`src/sv/node_load_running_averages_core_macros.svh`:
```
// assertion helpers, clocked on clk_i and quiet while rst_ni is low
`ifndef NODE_LOAD_RUNNING_AVERAGES_CORE_MACROS_SVH
`define NODE_LOAD_RUNNING_AVERAGES_CORE_MACROS_SVH

// same-cycle implication
`define NLRA_ASSERT_IMPL(name, ante, cons, msg) \
  name: assert property (@(posedge clk_i) disable iff (!rst_ni) (ante) |-> (cons)) \
    else $error(msg);

// next-cycle implication
`define NLRA_ASSERT_NEXT(name, ante, cons, msg) \
  name: assert property (@(posedge clk_i) disable iff (!rst_ni) (ante) |=> (cons)) \
    else $error(msg);

`endif

```
`src/sv/nlra_pkg.sv`:
```
package nlra_pkg;

  localparam int unsigned MAX_LANES   = 8;
  localparam int unsigned THREAD_W    = 9;
  localparam int unsigned MAX_THREADS = 256;
  localparam int unsigned ACTIVE_W    = 4;
  localparam int unsigned MEM_W       = 32;
  localparam int unsigned LOAD_OUT_W  = 17;
  localparam int unsigned STALL_W     = 40;
  localparam int unsigned STALL_FRAC  = 8;
  localparam int unsigned RUN_W       = 32;
  localparam int unsigned BUSY_SUM_W  = 12;
  localparam int unsigned CPU_DEN_W   = 12;
  localparam int unsigned CFG_IDX_W   = 2;

  typedef enum logic [CFG_IDX_W-1:0] {
    REG_ACTIVE_CPUS,
    REG_THREADS_PER_CPU,
    REG_TOTAL_MEMORY
  } cfg_reg_e;

  typedef struct packed {
    logic [CFG_IDX_W-1:0] reg_idx;
    logic [MEM_W-1:0]     wdata;
  } cfg_t;

  typedef struct packed {
    logic [THREAD_W-1:0] free_threads_0;
    logic [THREAD_W-1:0] free_threads_1;
    logic [THREAD_W-1:0] free_threads_2;
    logic [THREAD_W-1:0] free_threads_3;
    logic [THREAD_W-1:0] free_threads_4;
    logic [THREAD_W-1:0] free_threads_5;
    logic [THREAD_W-1:0] free_threads_6;
    logic [THREAD_W-1:0] free_threads_7;
    logic [MEM_W-1:0]    mem_free;
  } in_t;

  typedef struct packed {
    logic [LOAD_OUT_W-1:0] cpu_load_now;
    logic [LOAD_OUT_W-1:0] memory_load_now;
    logic [LOAD_OUT_W-1:0] mean_cpu_load;
    logic [LOAD_OUT_W-1:0] mean_memory_load;
    logic [STALL_W-1:0]    mean_stall_ticks;
    logic [RUN_W-1:0]      idle_run_ticks;
  } out_t;

  // shared lane control
  typedef struct packed {
    logic                load;
    logic [THREAD_W-1:0] tpc;
  } lane_ctl_t;

endpackage

```
`src/sv/nlra_if.sv`:
```
interface nlra_cfg_if;
  logic            valid;
  logic            ready;
  nlra_pkg::cfg_t  payload;
  modport source (output valid, output payload, input ready);
  modport sink (input valid, input payload, output ready);
endinterface

interface nlra_in_if;
  logic           valid;
  logic           ready;
  nlra_pkg::in_t  payload;
  modport source (output valid, output payload, input ready);
  modport sink (input valid, input payload, output ready);
endinterface

interface nlra_out_if;
  logic           valid;
  logic           ready;
  nlra_pkg::out_t payload;
  modport source (output valid, output payload, input ready);
  modport sink (input valid, input payload, output ready);
endinterface

```
`src/sv/node_load_running_averages_core.sv`:
```
// per accepted word: stall fold if an idle run closes, then memory and CPU load divide and fold
//   into their means; NW = max(33+LOAD_FRAC_BITS, max(40,COUNT_BITS)+1), 49 at default parameters
// all divisions share one restoring divider that resolves one quotient bit per cycle
// flow: one word at a time; the next word is taken once the sequencer is back in idle, and a
//   result still held by the receiver stalls the sequencer in S_DONE until it is taken
// reset: config registers go to 1, averages, counters and idle run to 0, no clearing pass
`include "node_load_running_averages_core_macros.svh"

module node_load_running_averages_core #(
  parameter int unsigned CPU_LANES      = 8,
  parameter int unsigned LOAD_FRAC_BITS = 16,
  parameter int unsigned COUNT_BITS     = 32
) (
  input  logic         clk_i,
  input  logic         rst_ni,
  nlra_cfg_if.sink     cfg_i,
  nlra_in_if.sink      in_i,
  nlra_out_if.source   out_o
);
  import nlra_pkg::*;

  localparam int unsigned LW  = LOAD_FRAC_BITS + 1;
  localparam int unsigned FW  = ((STALL_W > COUNT_BITS) ? STALL_W : COUNT_BITS) + 1;
  localparam int unsigned NW  = ((MEM_W + 1 + LOAD_FRAC_BITS) > FW) ?
                                (MEM_W + 1 + LOAD_FRAC_BITS) : FW;
  localparam int unsigned DW  = ((COUNT_BITS + 1) > MEM_W) ? (COUNT_BITS + 1) : MEM_W;
  localparam logic [LW-1:0] LOAD_ONE = {1'b1, {LOAD_FRAC_BITS{1'b0}}};

  typedef enum logic [2:0] {
    S_IDLE,
    S_PREP,
    S_LOAD_DIV,
    S_WAIT_LOAD,
    S_FOLD_GAP,
    S_FOLD_START,
    S_WAIT_FOLD,
    S_DONE
  } state_e;

  typedef enum logic [1:0] {
    OP_STALL,
    OP_MEM,
    OP_CPU
  } op_e;

  function automatic logic [COUNT_BITS-1:0] count_up(input logic [COUNT_BITS-1:0] c);
    return (c == '1) ? c : c + 1'b1;
  endfunction

  // configuration
  logic [ACTIVE_W-1:0] act_cpus_q;
  logic [THREAD_W-1:0] tpc_cfg_q;
  logic [MEM_W-1:0]    total_cfg_q;

  assign cfg_i.ready = rst_ni;

  always_ff @(posedge clk_i or negedge rst_ni) begin
    if (!rst_ni) begin
      act_cpus_q  <= ACTIVE_W'(1);
      tpc_cfg_q   <= THREAD_W'(1);
      total_cfg_q <= MEM_W'(1);
    end else if (cfg_i.valid) begin
      case (cfg_i.payload.reg_idx)
        REG_ACTIVE_CPUS:     act_cpus_q  <= cfg_i.payload.wdata[ACTIVE_W-1:0];
        REG_THREADS_PER_CPU: tpc_cfg_q   <= cfg_i.payload.wdata[THREAD_W-1:0];
        REG_TOTAL_MEMORY:    total_cfg_q <= cfg_i.payload.wdata;
        default: ;
      endcase
    end
  end

  // sequencer state
  state_e                state_q;
  op_e                   op_q;
  logic [MEM_W-1:0]      free_q;
  logic [MEM_W-1:0]      total_q;
  logic                  idle_q;
  logic [ACTIVE_W-1:0]   lanes_q;
  logic [THREAD_W-1:0]   tpc_q;
  logic [CPU_DEN_W-1:0]  den_cpu_q;
  logic [RUN_W-1:0]      idle_run_q;
  logic [LW-1:0]         avg_cpu_q;
  logic [COUNT_BITS-1:0] cpu_samples_q;
  logic [LW-1:0]         avg_mem_q;
  logic [COUNT_BITS-1:0] mem_samples_q;
  logic [STALL_W-1:0]    avg_stall_q;
  logic [COUNT_BITS-1:0] stall_runs_q;
  logic [LW-1:0]         mem_now_q;
  logic [LW-1:0]         cpu_now_q;
  logic [STALL_W-1:0]    fa_q;
  logic [COUNT_BITS-1:0] fn_q;
  logic [STALL_W-1:0]    fx_q;
  logic [COUNT_BITS:0]   fd_q;
  logic [COUNT_BITS-1:0] fh_q;
  logic [STALL_W-1:0]    gap_q;
  logic                  ge_q;
  logic                  sub_q;
  logic                  out_valid_q;
  out_t                  out_q;

  // effective configuration
  logic [ACTIVE_W-1:0] lanes_eff;
  logic [THREAD_W-1:0] tpc_eff;
  logic [MEM_W-1:0]    total_eff;
  logic [MEM_W-1:0]    free_clamped;
  logic                in_acc;

  always_comb begin
    if (act_cpus_q == '0) begin
      lanes_eff = ACTIVE_W'(1);
    end else if (act_cpus_q > ACTIVE_W'(CPU_LANES)) begin
      lanes_eff = ACTIVE_W'(CPU_LANES);
    end else begin
      lanes_eff = act_cpus_q;
    end
    if (tpc_cfg_q == '0) begin
      tpc_eff = THREAD_W'(1);
    end else if (tpc_cfg_q > THREAD_W'(MAX_THREADS)) begin
      tpc_eff = THREAD_W'(MAX_THREADS);
    end else begin
      tpc_eff = tpc_cfg_q;
    end
    total_eff = (total_cfg_q == '0) ? MEM_W'(1) : total_cfg_q;
  end

  assign free_clamped = (in_i.payload.mem_free > total_eff) ? total_eff
                                                            : in_i.payload.mem_free;
  assign in_i.ready   = (state_q == S_IDLE) && rst_ni;
  assign in_acc       = in_i.valid && in_i.ready;

  // lanes
  logic [THREAD_W-1:0]   free_all [MAX_LANES];
  logic [CPU_LANES-1:0]  lane_act;
  logic [THREAD_W-1:0]   busy_w [CPU_LANES];
  logic [BUSY_SUM_W-1:0] busy_sum;
  lane_ctl_t             lane_ctl;

  assign free_all[0] = in_i.payload.free_threads_0;
  assign free_all[1] = in_i.payload.free_threads_1;
  assign free_all[2] = in_i.payload.free_threads_2;
  assign free_all[3] = in_i.payload.free_threads_3;
  assign free_all[4] = in_i.payload.free_threads_4;
  assign free_all[5] = in_i.payload.free_threads_5;
  assign free_all[6] = in_i.payload.free_threads_6;
  assign free_all[7] = in_i.payload.free_threads_7;

  assign lane_ctl.load = in_acc;
  assign lane_ctl.tpc  = tpc_eff;

  for (genvar l = 0; l < CPU_LANES; l++) begin : g_lane
    assign lane_act[l] = (ACTIVE_W'(l) < lanes_eff);
    nlra_lane u_lane (
      .clk_i    (clk_i),
      .ctl_i    (lane_ctl),
      .active_i (lane_act[l]),
      .free_i   (free_all[l]),
      .busy_o   (busy_w[l])
    );
  end

  nlra_merge #(
    .LANES (CPU_LANES)
  ) u_merge (
    .clk_i  (clk_i),
    .load_i (state_q == S_PREP),
    .busy_i (busy_w),
    .sum_o  (busy_sum)
  );

  // shared divider
  logic          div_start;
  logic [NW-1:0] div_num;
  logic [DW-1:0] div_den;
  logic          div_done;
  logic [NW-1:0] div_quo;

  // fold_mean operands: d = n + 1, h = d / 2
  logic [COUNT_BITS:0]   fd_w;
  logic [FW-1:0]         fnum;
  logic                  gap_le_h;
  logic [STALL_W-1:0]    fres;
  logic [LW-1:0]         quo_load;

  assign fd_w     = (COUNT_BITS+1)'(fn_q) + 1'b1;
  assign gap_le_h = FW'(gap_q) <= FW'(fh_q);
  assign quo_load = LW'(div_quo);

  always_comb begin
    if (ge_q) begin
      fnum = FW'(gap_q) + FW'(fh_q);
    end else if (gap_le_h) begin
      fnum = FW'(fh_q) - FW'(gap_q);
    end else begin
      // round the downward step up
      fnum = FW'(gap_q) - FW'(fh_q) + FW'(fd_q) - FW'(1);
    end
  end

  assign fres = sub_q ? (fa_q - STALL_W'(div_quo)) : (fa_q + STALL_W'(div_quo));

  always_comb begin
    div_start = 1'b0;
    div_num   = NW'(fnum);
    div_den   = DW'(fd_q);
    case (state_q)
      S_LOAD_DIV: begin
        div_start = 1'b1;
        if (op_q == OP_MEM) begin
          div_num = (NW'(total_q - free_q) << LOAD_FRAC_BITS) + NW'(total_q >> 1);
          div_den = DW'(total_q);
        end else begin
          div_num = (NW'(busy_sum) << LOAD_FRAC_BITS) + NW'(den_cpu_q >> 1);
          div_den = DW'(den_cpu_q);
        end
      end
      S_FOLD_START: div_start = 1'b1;
      default: ;
    endcase
  end

  nlra_div #(
    .NUM_W (NW),
    .DEN_W (DW)
  ) u_div (
    .clk_i   (clk_i),
    .rst_ni  (rst_ni),
    .start_i (div_start),
    .num_i   (div_num),
    .den_i   (div_den),
    .done_o  (div_done),
    .quo_o   (div_quo)
  );

  always_ff @(posedge clk_i or negedge rst_ni) begin
    if (!rst_ni) begin
      state_q       <= S_IDLE;
      op_q          <= OP_STALL;
      free_q        <= '0;
      total_q       <= '0;
      idle_q        <= 1'b0;
      lanes_q       <= '0;
      tpc_q         <= '0;
      den_cpu_q     <= '0;
      idle_run_q    <= '0;
      avg_cpu_q     <= '0;
      cpu_samples_q <= '0;
      avg_mem_q     <= '0;
      mem_samples_q <= '0;
      avg_stall_q   <= '0;
      stall_runs_q  <= '0;
      mem_now_q     <= '0;
      cpu_now_q     <= '0;
      fa_q          <= '0;
      fn_q          <= '0;
      fx_q          <= '0;
      fd_q          <= '0;
      fh_q          <= '0;
      gap_q         <= '0;
      ge_q          <= 1'b0;
      sub_q         <= 1'b0;
      out_valid_q   <= 1'b0;
      out_q         <= '0;
    end else begin
      // in S_DONE the output register is handled below
      if (out_valid_q && out_o.ready && (state_q != S_DONE)) begin
        out_valid_q <= 1'b0;
      end
      case (state_q)
        S_IDLE: begin
          if (in_acc) begin
            free_q  <= free_clamped;
            total_q <= total_eff;
            idle_q  <= (in_i.payload.mem_free >= total_eff);
            lanes_q <= lanes_eff;
            tpc_q   <= tpc_eff;
            state_q <= S_PREP;
          end
        end
        S_PREP: begin
          den_cpu_q <= CPU_DEN_W'(tpc_q) * CPU_DEN_W'(lanes_q);
          if (idle_q) begin
            if (idle_run_q != '1) begin
              idle_run_q <= idle_run_q + 1'b1;
            end
            op_q    <= OP_MEM;
            state_q <= S_LOAD_DIV;
          end else if (idle_run_q != '0) begin
            // first busy tick after an idle run
            fa_q    <= avg_stall_q;
            fn_q    <= stall_runs_q;
            fx_q    <= {idle_run_q, {STALL_FRAC{1'b0}}};
            op_q    <= OP_STALL;
            state_q <= S_FOLD_GAP;
          end else begin
            op_q    <= OP_MEM;
            state_q <= S_LOAD_DIV;
          end
        end
        S_LOAD_DIV: begin
          state_q <= S_WAIT_LOAD;
        end
        S_WAIT_LOAD: begin
          if (div_done) begin
            fx_q <= STALL_W'(quo_load);
            if (op_q == OP_MEM) begin
              mem_now_q <= quo_load;
              fa_q      <= STALL_W'(avg_mem_q);
              fn_q      <= mem_samples_q;
            end else begin
              cpu_now_q <= quo_load;
              fa_q      <= STALL_W'(avg_cpu_q);
              fn_q      <= cpu_samples_q;
            end
            state_q <= S_FOLD_GAP;
          end
        end
        S_FOLD_GAP: begin
          fd_q    <= fd_w;
          fh_q    <= COUNT_BITS'(fd_w >> 1);
          ge_q    <= (fx_q >= fa_q);
          gap_q   <= (fx_q >= fa_q) ? (fx_q - fa_q) : (fa_q - fx_q);
          state_q <= S_FOLD_START;
        end
        S_FOLD_START: begin
          sub_q   <= !ge_q && !gap_le_h;
          state_q <= S_WAIT_FOLD;
        end
        S_WAIT_FOLD: begin
          if (div_done) begin
            case (op_q)
              OP_STALL: begin
                avg_stall_q  <= fres;
                stall_runs_q <= count_up(stall_runs_q);
                idle_run_q   <= '0;
                op_q         <= OP_MEM;
                state_q      <= S_LOAD_DIV;
              end
              OP_MEM: begin
                avg_mem_q     <= LW'(fres);
                mem_samples_q <= count_up(mem_samples_q);
                op_q          <= OP_CPU;
                state_q       <= S_LOAD_DIV;
              end
              OP_CPU: begin
                avg_cpu_q     <= LW'(fres);
                cpu_samples_q <= count_up(cpu_samples_q);
                state_q       <= S_DONE;
              end
              default: state_q <= S_IDLE;
            endcase
          end
        end
        S_DONE: begin
          // wait for the output register to free up
          if (!out_valid_q || out_o.ready) begin
            out_q.cpu_load_now     <= LOAD_OUT_W'(cpu_now_q);
            out_q.memory_load_now  <= LOAD_OUT_W'(mem_now_q);
            out_q.mean_cpu_load    <= LOAD_OUT_W'(avg_cpu_q);
            out_q.mean_memory_load <= LOAD_OUT_W'(avg_mem_q);
            out_q.mean_stall_ticks <= avg_stall_q;
            out_q.idle_run_ticks   <= idle_run_q;
            out_valid_q            <= 1'b1;
            state_q                <= S_IDLE;
          end
        end
        default: state_q <= S_IDLE;
      endcase
    end
  end

  assign out_o.valid   = out_valid_q;
  assign out_o.payload = out_q;

  `NLRA_ASSERT_NEXT(a_one_word_at_a_time, in_acc, !in_i.ready, "word taken while busy")
  `NLRA_ASSERT_IMPL(a_sample_counts_agree, state_q == S_IDLE,
                    mem_samples_q == cpu_samples_q, "sample counters diverged")
  `NLRA_ASSERT_IMPL(a_means_in_range, 1'b1,
                    (avg_mem_q <= LOAD_ONE) && (avg_cpu_q <= LOAD_ONE), "mean load above one")

endmodule

```
`src/sv/nlra_lane.sv`:
```
module nlra_lane (
  input  logic                          clk_i,
  input  nlra_pkg::lane_ctl_t           ctl_i,
  input  logic                          active_i,
  input  logic [nlra_pkg::THREAD_W-1:0] free_i,
  output logic [nlra_pkg::THREAD_W-1:0] busy_o
);
  import nlra_pkg::*;

  logic [THREAD_W-1:0] free_clamped;
  logic [THREAD_W-1:0] busy_d;
  logic [THREAD_W-1:0] busy_q;

  // free count above the thread count means an idle lane
  assign free_clamped = (free_i > ctl_i.tpc) ? ctl_i.tpc : free_i;
  assign busy_d       = active_i ? (ctl_i.tpc - free_clamped) : '0;

  always_ff @(posedge clk_i) begin
    if (ctl_i.load) begin
      busy_q <= busy_d;
    end
  end

  assign busy_o = busy_q;

endmodule

```
`src/sv/nlra_merge.sv`:
```
module nlra_merge #(
  parameter int unsigned LANES = 8
) (
  input  logic                            clk_i,
  input  logic                            load_i,
  input  logic [nlra_pkg::THREAD_W-1:0]   busy_i [LANES],
  output logic [nlra_pkg::BUSY_SUM_W-1:0] sum_o
);
  import nlra_pkg::*;

  logic [BUSY_SUM_W-1:0] sum_d;
  logic [BUSY_SUM_W-1:0] sum_q;

  always_comb begin
    sum_d = '0;
    for (int l = 0; l < LANES; l++) begin
      sum_d = sum_d + BUSY_SUM_W'(busy_i[l]);
    end
  end

  always_ff @(posedge clk_i) begin
    if (load_i) begin
      sum_q <= sum_d;
    end
  end

  assign sum_o = sum_q;

endmodule

```
`src/sv/nlra_div.sv`:
```
`include "node_load_running_averages_core_macros.svh"

module nlra_div #(
  parameter int unsigned NUM_W = 49,
  parameter int unsigned DEN_W = 33
) (
  input  logic             clk_i,
  input  logic             rst_ni,
  input  logic             start_i,
  input  logic [NUM_W-1:0] num_i,
  input  logic [DEN_W-1:0] den_i,
  output logic             done_o,
  output logic [NUM_W-1:0] quo_o
);

  localparam int unsigned CNT_W = $clog2(NUM_W + 1);

  logic [NUM_W-1:0] acc_q;
  logic [DEN_W-1:0] den_q;
  logic [DEN_W-1:0] rem_q;
  logic [CNT_W-1:0] cnt_q;
  logic             done_q;

  logic [DEN_W:0]   shifted;
  logic [DEN_W+1:0] trial;
  logic             fits;

  // restoring division, one quotient bit per cycle, msb first
  assign shifted = {rem_q, acc_q[NUM_W-1]};
  assign trial   = {1'b0, shifted} - {2'b00, den_q};
  assign fits    = ~trial[DEN_W+1];

  always_ff @(posedge clk_i or negedge rst_ni) begin
    if (!rst_ni) begin
      cnt_q  <= '0;
      done_q <= 1'b0;
    end else begin
      done_q <= (cnt_q == CNT_W'(1));
      if (start_i) begin
        cnt_q <= CNT_W'(NUM_W);
      end else if (cnt_q != '0) begin
        cnt_q <= cnt_q - 1'b1;
      end
    end
  end

  always_ff @(posedge clk_i) begin
    if (start_i) begin
      acc_q <= num_i;
      den_q <= den_i;
      rem_q <= '0;
    end else if (cnt_q != '0) begin
      acc_q <= {acc_q[NUM_W-2:0], fits};
      rem_q <= fits ? trial[DEN_W-1:0] : shifted[DEN_W-1:0];
    end
  end

  assign done_o = done_q;
  assign quo_o  = acc_q;

  `NLRA_ASSERT_IMPL(a_start_when_free, start_i, cnt_q == '0, "divider restarted while busy")
  `NLRA_ASSERT_NEXT(a_done_after_last, cnt_q == CNT_W'(1), done_q, "missing divider done")
  `NLRA_ASSERT_IMPL(a_done_at_rest, done_q, cnt_q == '0, "done while still iterating")

endmodule
```
`src/flat_wrapper.sv`:
```
// flat-port wrapper written by rule: the top's interface ports become plain ports
module node_load_running_averages_core_flat import nlra_pkg::*;
#(
  parameter int unsigned CPU_LANES      = 8,
  parameter int unsigned LOAD_FRAC_BITS = 16,
  parameter int unsigned COUNT_BITS     = 32
)
  (clk_i, rst_ni, cfg_i_valid, cfg_i_payload, cfg_i_ready, in_i_valid, in_i_payload, in_i_ready, out_o_valid, out_o_payload, out_o_ready);
  nlra_cfg_if cfg_i_i ();
  nlra_in_if in_i_i ();
  nlra_out_if out_o_i ();
  input  logic clk_i;
  input  logic rst_ni;
  input wire logic [$bits(cfg_i_i.valid)-1:0] cfg_i_valid;
  input wire logic [$bits(cfg_i_i.payload)-1:0] cfg_i_payload;
  output wire logic [$bits(cfg_i_i.ready)-1:0] cfg_i_ready;
  input wire logic [$bits(in_i_i.valid)-1:0] in_i_valid;
  input wire logic [$bits(in_i_i.payload)-1:0] in_i_payload;
  output wire logic [$bits(in_i_i.ready)-1:0] in_i_ready;
  output wire logic [$bits(out_o_i.valid)-1:0] out_o_valid;
  output wire logic [$bits(out_o_i.payload)-1:0] out_o_payload;
  input wire logic [$bits(out_o_i.ready)-1:0] out_o_ready;
  assign cfg_i_i.valid = cfg_i_valid;
  assign cfg_i_i.payload = cfg_i_payload;
  assign cfg_i_ready = cfg_i_i.ready;
  assign in_i_i.valid = in_i_valid;
  assign in_i_i.payload = in_i_payload;
  assign in_i_ready = in_i_i.ready;
  assign out_o_valid = out_o_i.valid;
  assign out_o_payload = out_o_i.payload;
  assign out_o_i.ready = out_o_ready;
  node_load_running_averages_core #(.CPU_LANES(CPU_LANES), .LOAD_FRAC_BITS(LOAD_FRAC_BITS), .COUNT_BITS(COUNT_BITS)) u_core (.clk_i(clk_i), .rst_ni(rst_ni), .cfg_i(cfg_i_i), .in_i(in_i_i), .out_o(out_o_i));
endmodule
```
`config.mk`:
```
export PLATFORM = sky130hd
export DESIGN_NAME = node_load_running_averages_core_flat
export DESIGN_NICKNAME = d
export VERILOG_FILES = /design/src/sv/nlra_pkg.sv /design/src/sv/nlra_if.sv /design/src/sv/node_load_running_averages_core.sv /design/src/sv/nlra_lane.sv /design/src/sv/nlra_merge.sv /design/src/sv/nlra_div.sv /design/src/flat_wrapper.sv
export VERILOG_INCLUDE_DIRS = /design/src /design/src/sv
export SDC_FILE = /design/constraint.sdc
export NUM_CORES = 2
export LEC_CHECK = 0
export BUFFER_PORTS_ARGS = -buffer_cell sky130_fd_sc_hd__clkbuf_2
export CORE_MARGIN = 10
export CORE_UTILIZATION = 55
export CTS_BUF_LIST = sky130_fd_sc_hd__clkbuf_4
export CTS_CLUSTER_DIAMETER = 40
export DETAILED_ROUTE_END_ITERATION = 6
export PLACE_DENSITY = 0.81
export SYNTH_ARGS = -nofsm -noshare
export SYNTH_HDL_FRONTEND = slang
export SYNTH_HIERARCHICAL = 1
export SYNTH_SLANG_ARGS = --single-unit
```
`constraint.sdc`:
```
create_clock -name clk_i -period 10.33 [get_ports clk_i]
set_clock_uncertainty 0.1 [all_clocks]
set_input_delay 0 -clock clk_i [delete_from_list [all_inputs] [get_ports clk_i]]
set_output_delay 0 -clock clk_i [all_outputs]
set_load 0.1 [all_outputs]
```
Word level (Yosys, flattened, before mapping)
Index checks and enable logic that the tools add are counted.
- flip-flop bits (word level): 942
- latch bits: 0
- RAM bits: 0
- memory bits (read-only): 0
- input bits: 143
- logic and storage cells: 240
- memories kept: 0
- $add $sub $neg: 34
- $mul: 1
- div/mod/pow operators: 0
- $lt $le $gt $ge: 22
- equal/unequal tests: 27
- shift-type cells: 0
- multiplexer cells: 63
- bitwise gates (word level): 5
- reductions and logical operators: 39
- operators with widths (operator ; number):
    $mux 32 ; 11
    $mux 40 ; 8
    $mux 49 ; 4
    $pmux 40 s2 ; 2
    $add 32x1->32 const B ; 4
    $pmux 32 s2 ; 2
    $sub 40x40->40 ; 3
    $eq 32x32->1 const B ; 3
    $mux 9 ; 10
    $mux 41 ; 2
    $gt 9x9->1 ; 8
    $sub 9x9->9 ; 8
    $mux 33 ; 2
    $add 49x31->49 ; 1
    $add 12x9->12 ; 4
    $add 40x32->41 ; 1
    $add 41x33->41 ; 1
    $sub 32x40->41 ; 1
    $sub 40x32->41 ; 1
    $sub 41x1->41 const B ; 1
    $add 40x40->40 ; 1
    $ge 40x40->1 ; 1
    $le 40x32->1 ; 1
    $sub 34x33->35 ; 1
    52 further kinds ; 110

Longest topological paths before layout
- word-level depth: 7
- depth in mapped cells: 21
- depth with buffers taken out: 21

Cells and area by module
Netlist, hierarchy kept.
- modules (own cells, without submodules) (module ; times used ; cells an instance ; area an instance (um^2) ; seq. area each (um^2)):
    node_load_running_averages_core ; 1 ; 5911 ; 50349.5 ; 17620.6
    nlra_lane ; 8 ; 113 ; 1017.2 ; 270.3
    nlra_div ; 1 ; 656 ; 6877.8 ; 3298.2
    nlra_merge ; 1 ; 230 ; 2259.7 ; 360.3

Worst setup path after synthesis
OpenSTA, ideal clock, no wires.
- kind: reg2reg
- start: reg u_core.state_q[0]
- end: reg u_core.idle_q
- library setup time: 0.079 ns
- arrival time: 7.125 ns
- required time: 10.151 ns
- slack: 3.027 ns
- stages on the path, launching flop included: 8
- buffers on the path: 2
- clock period less this slack: 7.303 ns
- path through: dfrtp_1 > buf_2 > nor4b_1 > nand2_1 > inv_1 > clkbuf_1 > o21ai_0 > nand2_1
- cells in the longest elaborated chain, start to end: 4
- ends and longest elaborated chain (what ; RTL line ; text):
    start, declared ; node_load_running_averages_core.sv:73 ; state_e state_q;
    start signal, assigned ; node_load_running_averages_core.sv:236 ; state_q <= S_IDLE;
    start signal, assigned ; node_load_running_averages_core.sv:276 ; state_q <= S_PREP;
    start signal, assigned ; node_load_running_averages_core.sv:286 ; state_q <= S_LOAD_DIV;
    $logic_not 3->1 ; node_load_running_averages_core.sv:128 ; assign in_i.ready = (state_q == S_IDLE) && rst_ni;
    $logic_and 1x1->1 ; node_load_running_averages_core.sv:128 ;
    named net in_i_ready ; flat_wrapper.sv:19 ; output wire logic [$bits(in_i_i.ready)-1:0] in_i_ready;
    $logic_and 1x1->1 ; node_load_running_averages_core.sv:129 ; assign in_acc = in_i.valid && in_i.ready;
    named net u_core.in_acc ; node_load_running_averages_core.sv:106 ; logic in_acc;
    $reduce_and 2->1 (no source line) ; - ;
    end signal, assigned ; node_load_running_averages_core.sv:273 ; idle_q <= (in_i.payload.mem_free >= total_eff);
    end, declared ; node_load_running_averages_core.sv:77 ; logic idle_q;
The timed path passes the listed nets, and every way through them passes these cells.
A chain may end at the register's enable or synchronous reset.

Final worst setup path
- start: reg u_core.tpc_cfg_q[8]
- end: reg u_core.g_lane[7].u_lane.busy_q[8] (data pin)
- cells in the longest elaborated chain, start to end: 6
- ends and longest elaborated chain (what ; RTL line ; text):
    start, declared ; node_load_running_averages_core.sv:52 ; logic [THREAD_W-1:0] tpc_cfg_q;
    start signal, assigned ; node_load_running_averages_core.sv:65 ; REG_THREADS_PER_CPU: tpc_cfg_q <= cfg_i.payload.wdata[THREAD_W-1:0];
    $gt 9x9->1 ; node_load_running_averages_core.sv:118 ; end else if (tpc_cfg_q > THREAD_W'(MAX_THREADS)) begin
    $mux 9 ; node_load_running_averages_core.sv:118 ;
    $mux 9 * ; node_load_running_averages_core.sv:116 ; if (tpc_cfg_q == '0) begin
    named net u_core.tpc_eff[2] ; node_load_running_averages_core.sv:103 ; logic [THREAD_W-1:0] tpc_eff;
    $gt 9x9->1 ; nlra_lane.sv:15 ; assign free_clamped = (free_i > ctl_i.tpc) ? ctl_i.tpc : free_i;
    $mux 9 ; nlra_lane.sv:15 ;
    $sub 9x9->9 * ; nlra_lane.sv:16 ; assign busy_d = active_i ? (ctl_i.tpc - free_clamped) : '0;
    end signal, assigned ; nlra_lane.sv:20 ; busy_q <= busy_d;
    end, declared ; nlra_lane.sv:12 ; logic [THREAD_W-1:0] busy_q;
The timed path passes the listed nets; every way through them passes the cells marked *.

==> results.md <==
- Status: finished, violations left
- Failing checks: design-rule violations, max-capacitance violations, max-slew violations
- CP bufs+invs: 8
- Met1 Usage GRT: 47.56%
- FFs w/ async S/R, synth: 78.13%
- Commonest cells in the netlist: 975 x nand2_1, 708 x dfrtp_1, 696 x inv_1, 648 x a21oi_1, 585 x o21ai_0
- Most Frequent Cell on Critical Path: dlygate4sd3_1
- First-pass GRT wire length: 389900 um
- Fmax achieved: 131.7 MHz
- Sink Count: 910
- Synthesized flop and latch total: 910
- Chip Height: 370.7 um
- Sw frac: 51.90%
- Core ar.: 0.1220 sq mm
- Critical setup path kind: reg2reg
- Placer Congestion: 1.068
- Total CTS buffers: 276
- CP required: 11.27 ns
- Final Routed Wirelength: 259300 um
- Top cells by area, synth: dfrtp_1 26%, ha_1 9.6%, edfxtp_1 7.4%
- Post-Synthesis Cells: 7701
- Final Hold Fails: 0
- Clock power share: 13.3%
- Vias in the first global route: 63770
- CP Max Fanout: 26
- Critical path, cell by cell: buf_4, nor2b_2, buf_4, inv_1, ha_1, a21oi_1, a211oi_2, o31ai_4, nand2_1, dlygate4sd3_1, o21ai_1, dlygate4sd3_1, ha_1, inv_1, fa_1, a21o_1, a21oi_1, o31ai_1, a21oi_1, dlygate4sd3_1, o21a_1, dlygate4sd3_1
- Die area: 0.1374 sq mm
- Nets: 9216
- IO Pins: 286
- Yosys top cell area share: 26.20%
- Mapped Area: 0.06762 sq mm
- Die width: 370.7 um
- Area growth syn-to-layout: 15.25%
- Filler cell count in the final layout: 9791
- Ys flop type: dfrtp_1
- Residual DRC: 166
- PortBufs: 285
- Endpoints failing setup: 0
- Grt ovf: 0
- Sequential fraction of the synthesis area: 34.66%
- RSZ-0062 raised after global routing: no
- CP delay by family, top: buffers and inverters
- MaxCap Viol Count: 2
- H-tree Lvls: 5
- Switch Pwr: 13.34 mW
- Max-slew violations: 3
- Flop pwr share: 22.0%
- Comb power frac: 64.8%
- Placed wire-length estimate: 175500 um
- Antenna Nets Post-Route: 0
- Final Total Pwr: 25.70 mW
- Antenna violations before repair: 41
- Clk pin slew, worst setup/hold paths: 0.08 ns
- Largest net degree at the start of global routing: 191
- Clock Tree Buf Depth: 4
- Worst Setup Start Kind: flip-flop
- Row cnt: 128
- P_leak: 36.33 nW
- Fin crit period: 7.590 ns
- Overall routing resource usage: 36.94%
- Largest area contributor in the netlist: dfrtp_1
- Slew @ Worst Pin: 1.673 ns
- Cell-internal power: 12.36 mW
- Root buf cell: clkbuf_4
- Via density: 6.325
- Slowest CP cell: o31ai_4
- EDFF count, synth: 166
- Yosys Warn Count: 6
- Critical path endpoint category: flip-flop
- Critical path data arrival time: 8.53 ns
- Clk Latency, worst-skew pair: 1.39 ns
- WL/cell: 25.28 um
- Mean Syn Cell Area: 8.781 sq um
- Pre-Repair DR Iteration Count: 7
- Met2 Use GR: 52.15%
- Hold Crit Class: in2reg
- Rel. slew slack: -12.96%
- Share of layout cells above drive strength 1: 14.23%
- CTS tree: built
- Setup TNS: 0 ns
- Initial core utilization: 55.41%
- Synth unique cells: 122
- VDD IR max: 0.0003760 V
- Fraction of the cycle the final worst path needs: 73.48%
- Starting DRC count in detailed routing: 8897
- Via count: 64900
- CP max stage delay: 0.71 ns
- Top Usage Layer GRT: met2
- Met3 Use GR: 14.20%
- Power per cell area: 329.8 mW/mm^2
- Most frequent cell after synthesis: nand2_1
## cell families (layout without fill, tap and decap cells)
logic type,Yosys count,count (layout),synth area share [%]
adder cells (fa/ha/maj),635,635,13.04
other,1,36,0.005545
flip-flops,910,910,34.66
multiplexers,350,350,5.713
buffers and inverters,1031,1930,5.978
XOR/XNOR,431,431,5.593
AO/OA/AOI/OAI,2028,2028,18.74
AND/OR/NAND/NOR,2315,2315,16.27
## through the flow
step	utilization, %	cells	cell area (sq um)	hold WS [ns]	setup WS [ns]
6_report	63.86	10260	77940	0.1010	2.740
5_1_grt	63.84	10250	77910	0.03736	2.600
4_1_cts	63.79	10230	77850	0.002372	3.530
3_5_place_dp	57.64	9349	70340	-0.07712	5.013
3_3_place_gp	57.64	9349	70340	-0.07473	4.974
2_1_floorplan	-	7704	67640	-0.3956	3.027
## registers in the layout, summed over array words and instances, names as in the netlist, 32 cells and up
name                         cells
u_core/fa_q                     40
u_core/avg_stall_q              40
u_core/free_q                   32
u_core/fd_q                     33
u_core/total_cfg_q              32
u_core/idle_run_q               32
u_core/u_div/den_q              33
u_core/out_o.payload           140
u_core/stall_runs_q             32
u_core/cpu_samples_q            32
u_core/fx_q                     40
u_core/u_div/quo_o              49
u_core/g_lane.u_lane/busy_o     72
u_core/u_div/rem_q              33
u_core/total_q                  32
u_core/mem_samples_q            32
u_core/fn_q                     32
u_core/gap_q                    40
## layout by cell type, fill, tap and decap left out, drive strengths merged, types with 42 or more instances in the layout
cell         count
edfxtp         166
o21a            64
nor2b           58
nor3           124
a21oi          661
ha             519
clkbuf         667
clkinv          58
mux2i           62
dfrtp          708
nand3          177
a211oi          73
nand2          976
or3             51
xor2           147
o211ai          44
o21bai          63
and3            82
o21ai          618
nor2           446
nand4           98
o31ai           58
inv            700
and2            64
buf             70
nor4            42
a21o           130
dlygate4sd3    434
mux2           288
xnor2          284
a31oi           68
fa             116
nand2b          68
## power by group through the flow
stage,Clock [mW],Combinational [mW],Sequential [mW]
2_1_floorplan,0,10.7,5.43
3_3_place_gp,0,14.9,5.55
3_5_place_dp,0,15.1,5.59
4_1_cts,3.39,15.7,5.52
5_1_grt,3.65,17.7,5.66
6_report,3.41,16.6,5.65
## worst reg2reg max path: stages (launching register included)
cell	delay (ns)
dfrtp_1	0.37
buf_4	0.29
nor2b_2	0.28
buf_4	0.38
inv_1	0.14
ha_1	0.35
a21oi_1	0.21
a211oi_2	0.13
o31ai_4	0.71
nand2_1	0.14
dlygate4sd3_1	0.60
o21ai_1	0.09
dlygate4sd3_1	0.60
ha_1	0.21
inv_1	0.12
fa_1	0.46
a21o_1	0.22
a21oi_1	0.30
o31ai_1	0.19
a21oi_1	0.15
dlygate4sd3_1	0.59
o21a_1	0.16
dlygate4sd3_1	0.59
## metal layers
metal | wire, um | share of wire, % | up-vias
met2 | 106400 | 41 | 4098
met4 | 18350 | 7.1 | 20
met5 | 249 | 0.096 | -
met3 | 32150 | 12 | 1256
li1 | - | - | 28610
met1 | 102200 | 39 | 30910
## final timing paths
check	startpoint	endpoint	slack, ns	depth (start not counted)
min	in_i_payload[42]	u_core/g_lane[6].u_lane/busy_o[1]$_SDFFCE_PN0P_	0.10	5
max	u_core/tpc_cfg_q[8]$_DFFE_PN0P_	u_core/g_lane[7].u_lane/busy_o[8]$_SDFFCE_PN0P_	2.74	22
max in group asynchronous	rst_ni	u_core/ge_q$_DFFE_PN0P_	5.89	9
min in group asynchronous	rst_ni	u_core/tpc_cfg_q[5]$_DFFE_PN0P_	0.22	5
min reg2reg	u_core/u_div/rem_q[2]$_SDFFE_PP0P_	u_core/u_div/rem_q[2]$_SDFFE_PP0P_	0.38	2
max reg2reg	u_core/tpc_cfg_q[8]$_DFFE_PN0P_	u_core/g_lane[7].u_lane/busy_o[8]$_SDFFCE_PN0P_	2.74	22
## cell type report
class,count,area [sq um],share of cell area [%]
flip-flops and latches,910,23440,30.08
multi-input cells,5763,40270,51.67
clock buffers,382,2868,3.680
repair buffers,789,6349,8.146
well taps,1625,2033,2.609
diodes,32,80.08,0.1027
inverters,698,2621,3.363
clock inverters,61,274.0,0.3516
## repair_timing
item / 4_1_cts / 5_1_grt
hold buffers: 435 / 0
endpoints found under the hold margin: 799 / 0
resized for setup: 0 / 0
buffers inserted: 0 / 0
setup endpoints to repair: 0 / 0
Power figures use the tool's default switching activity.
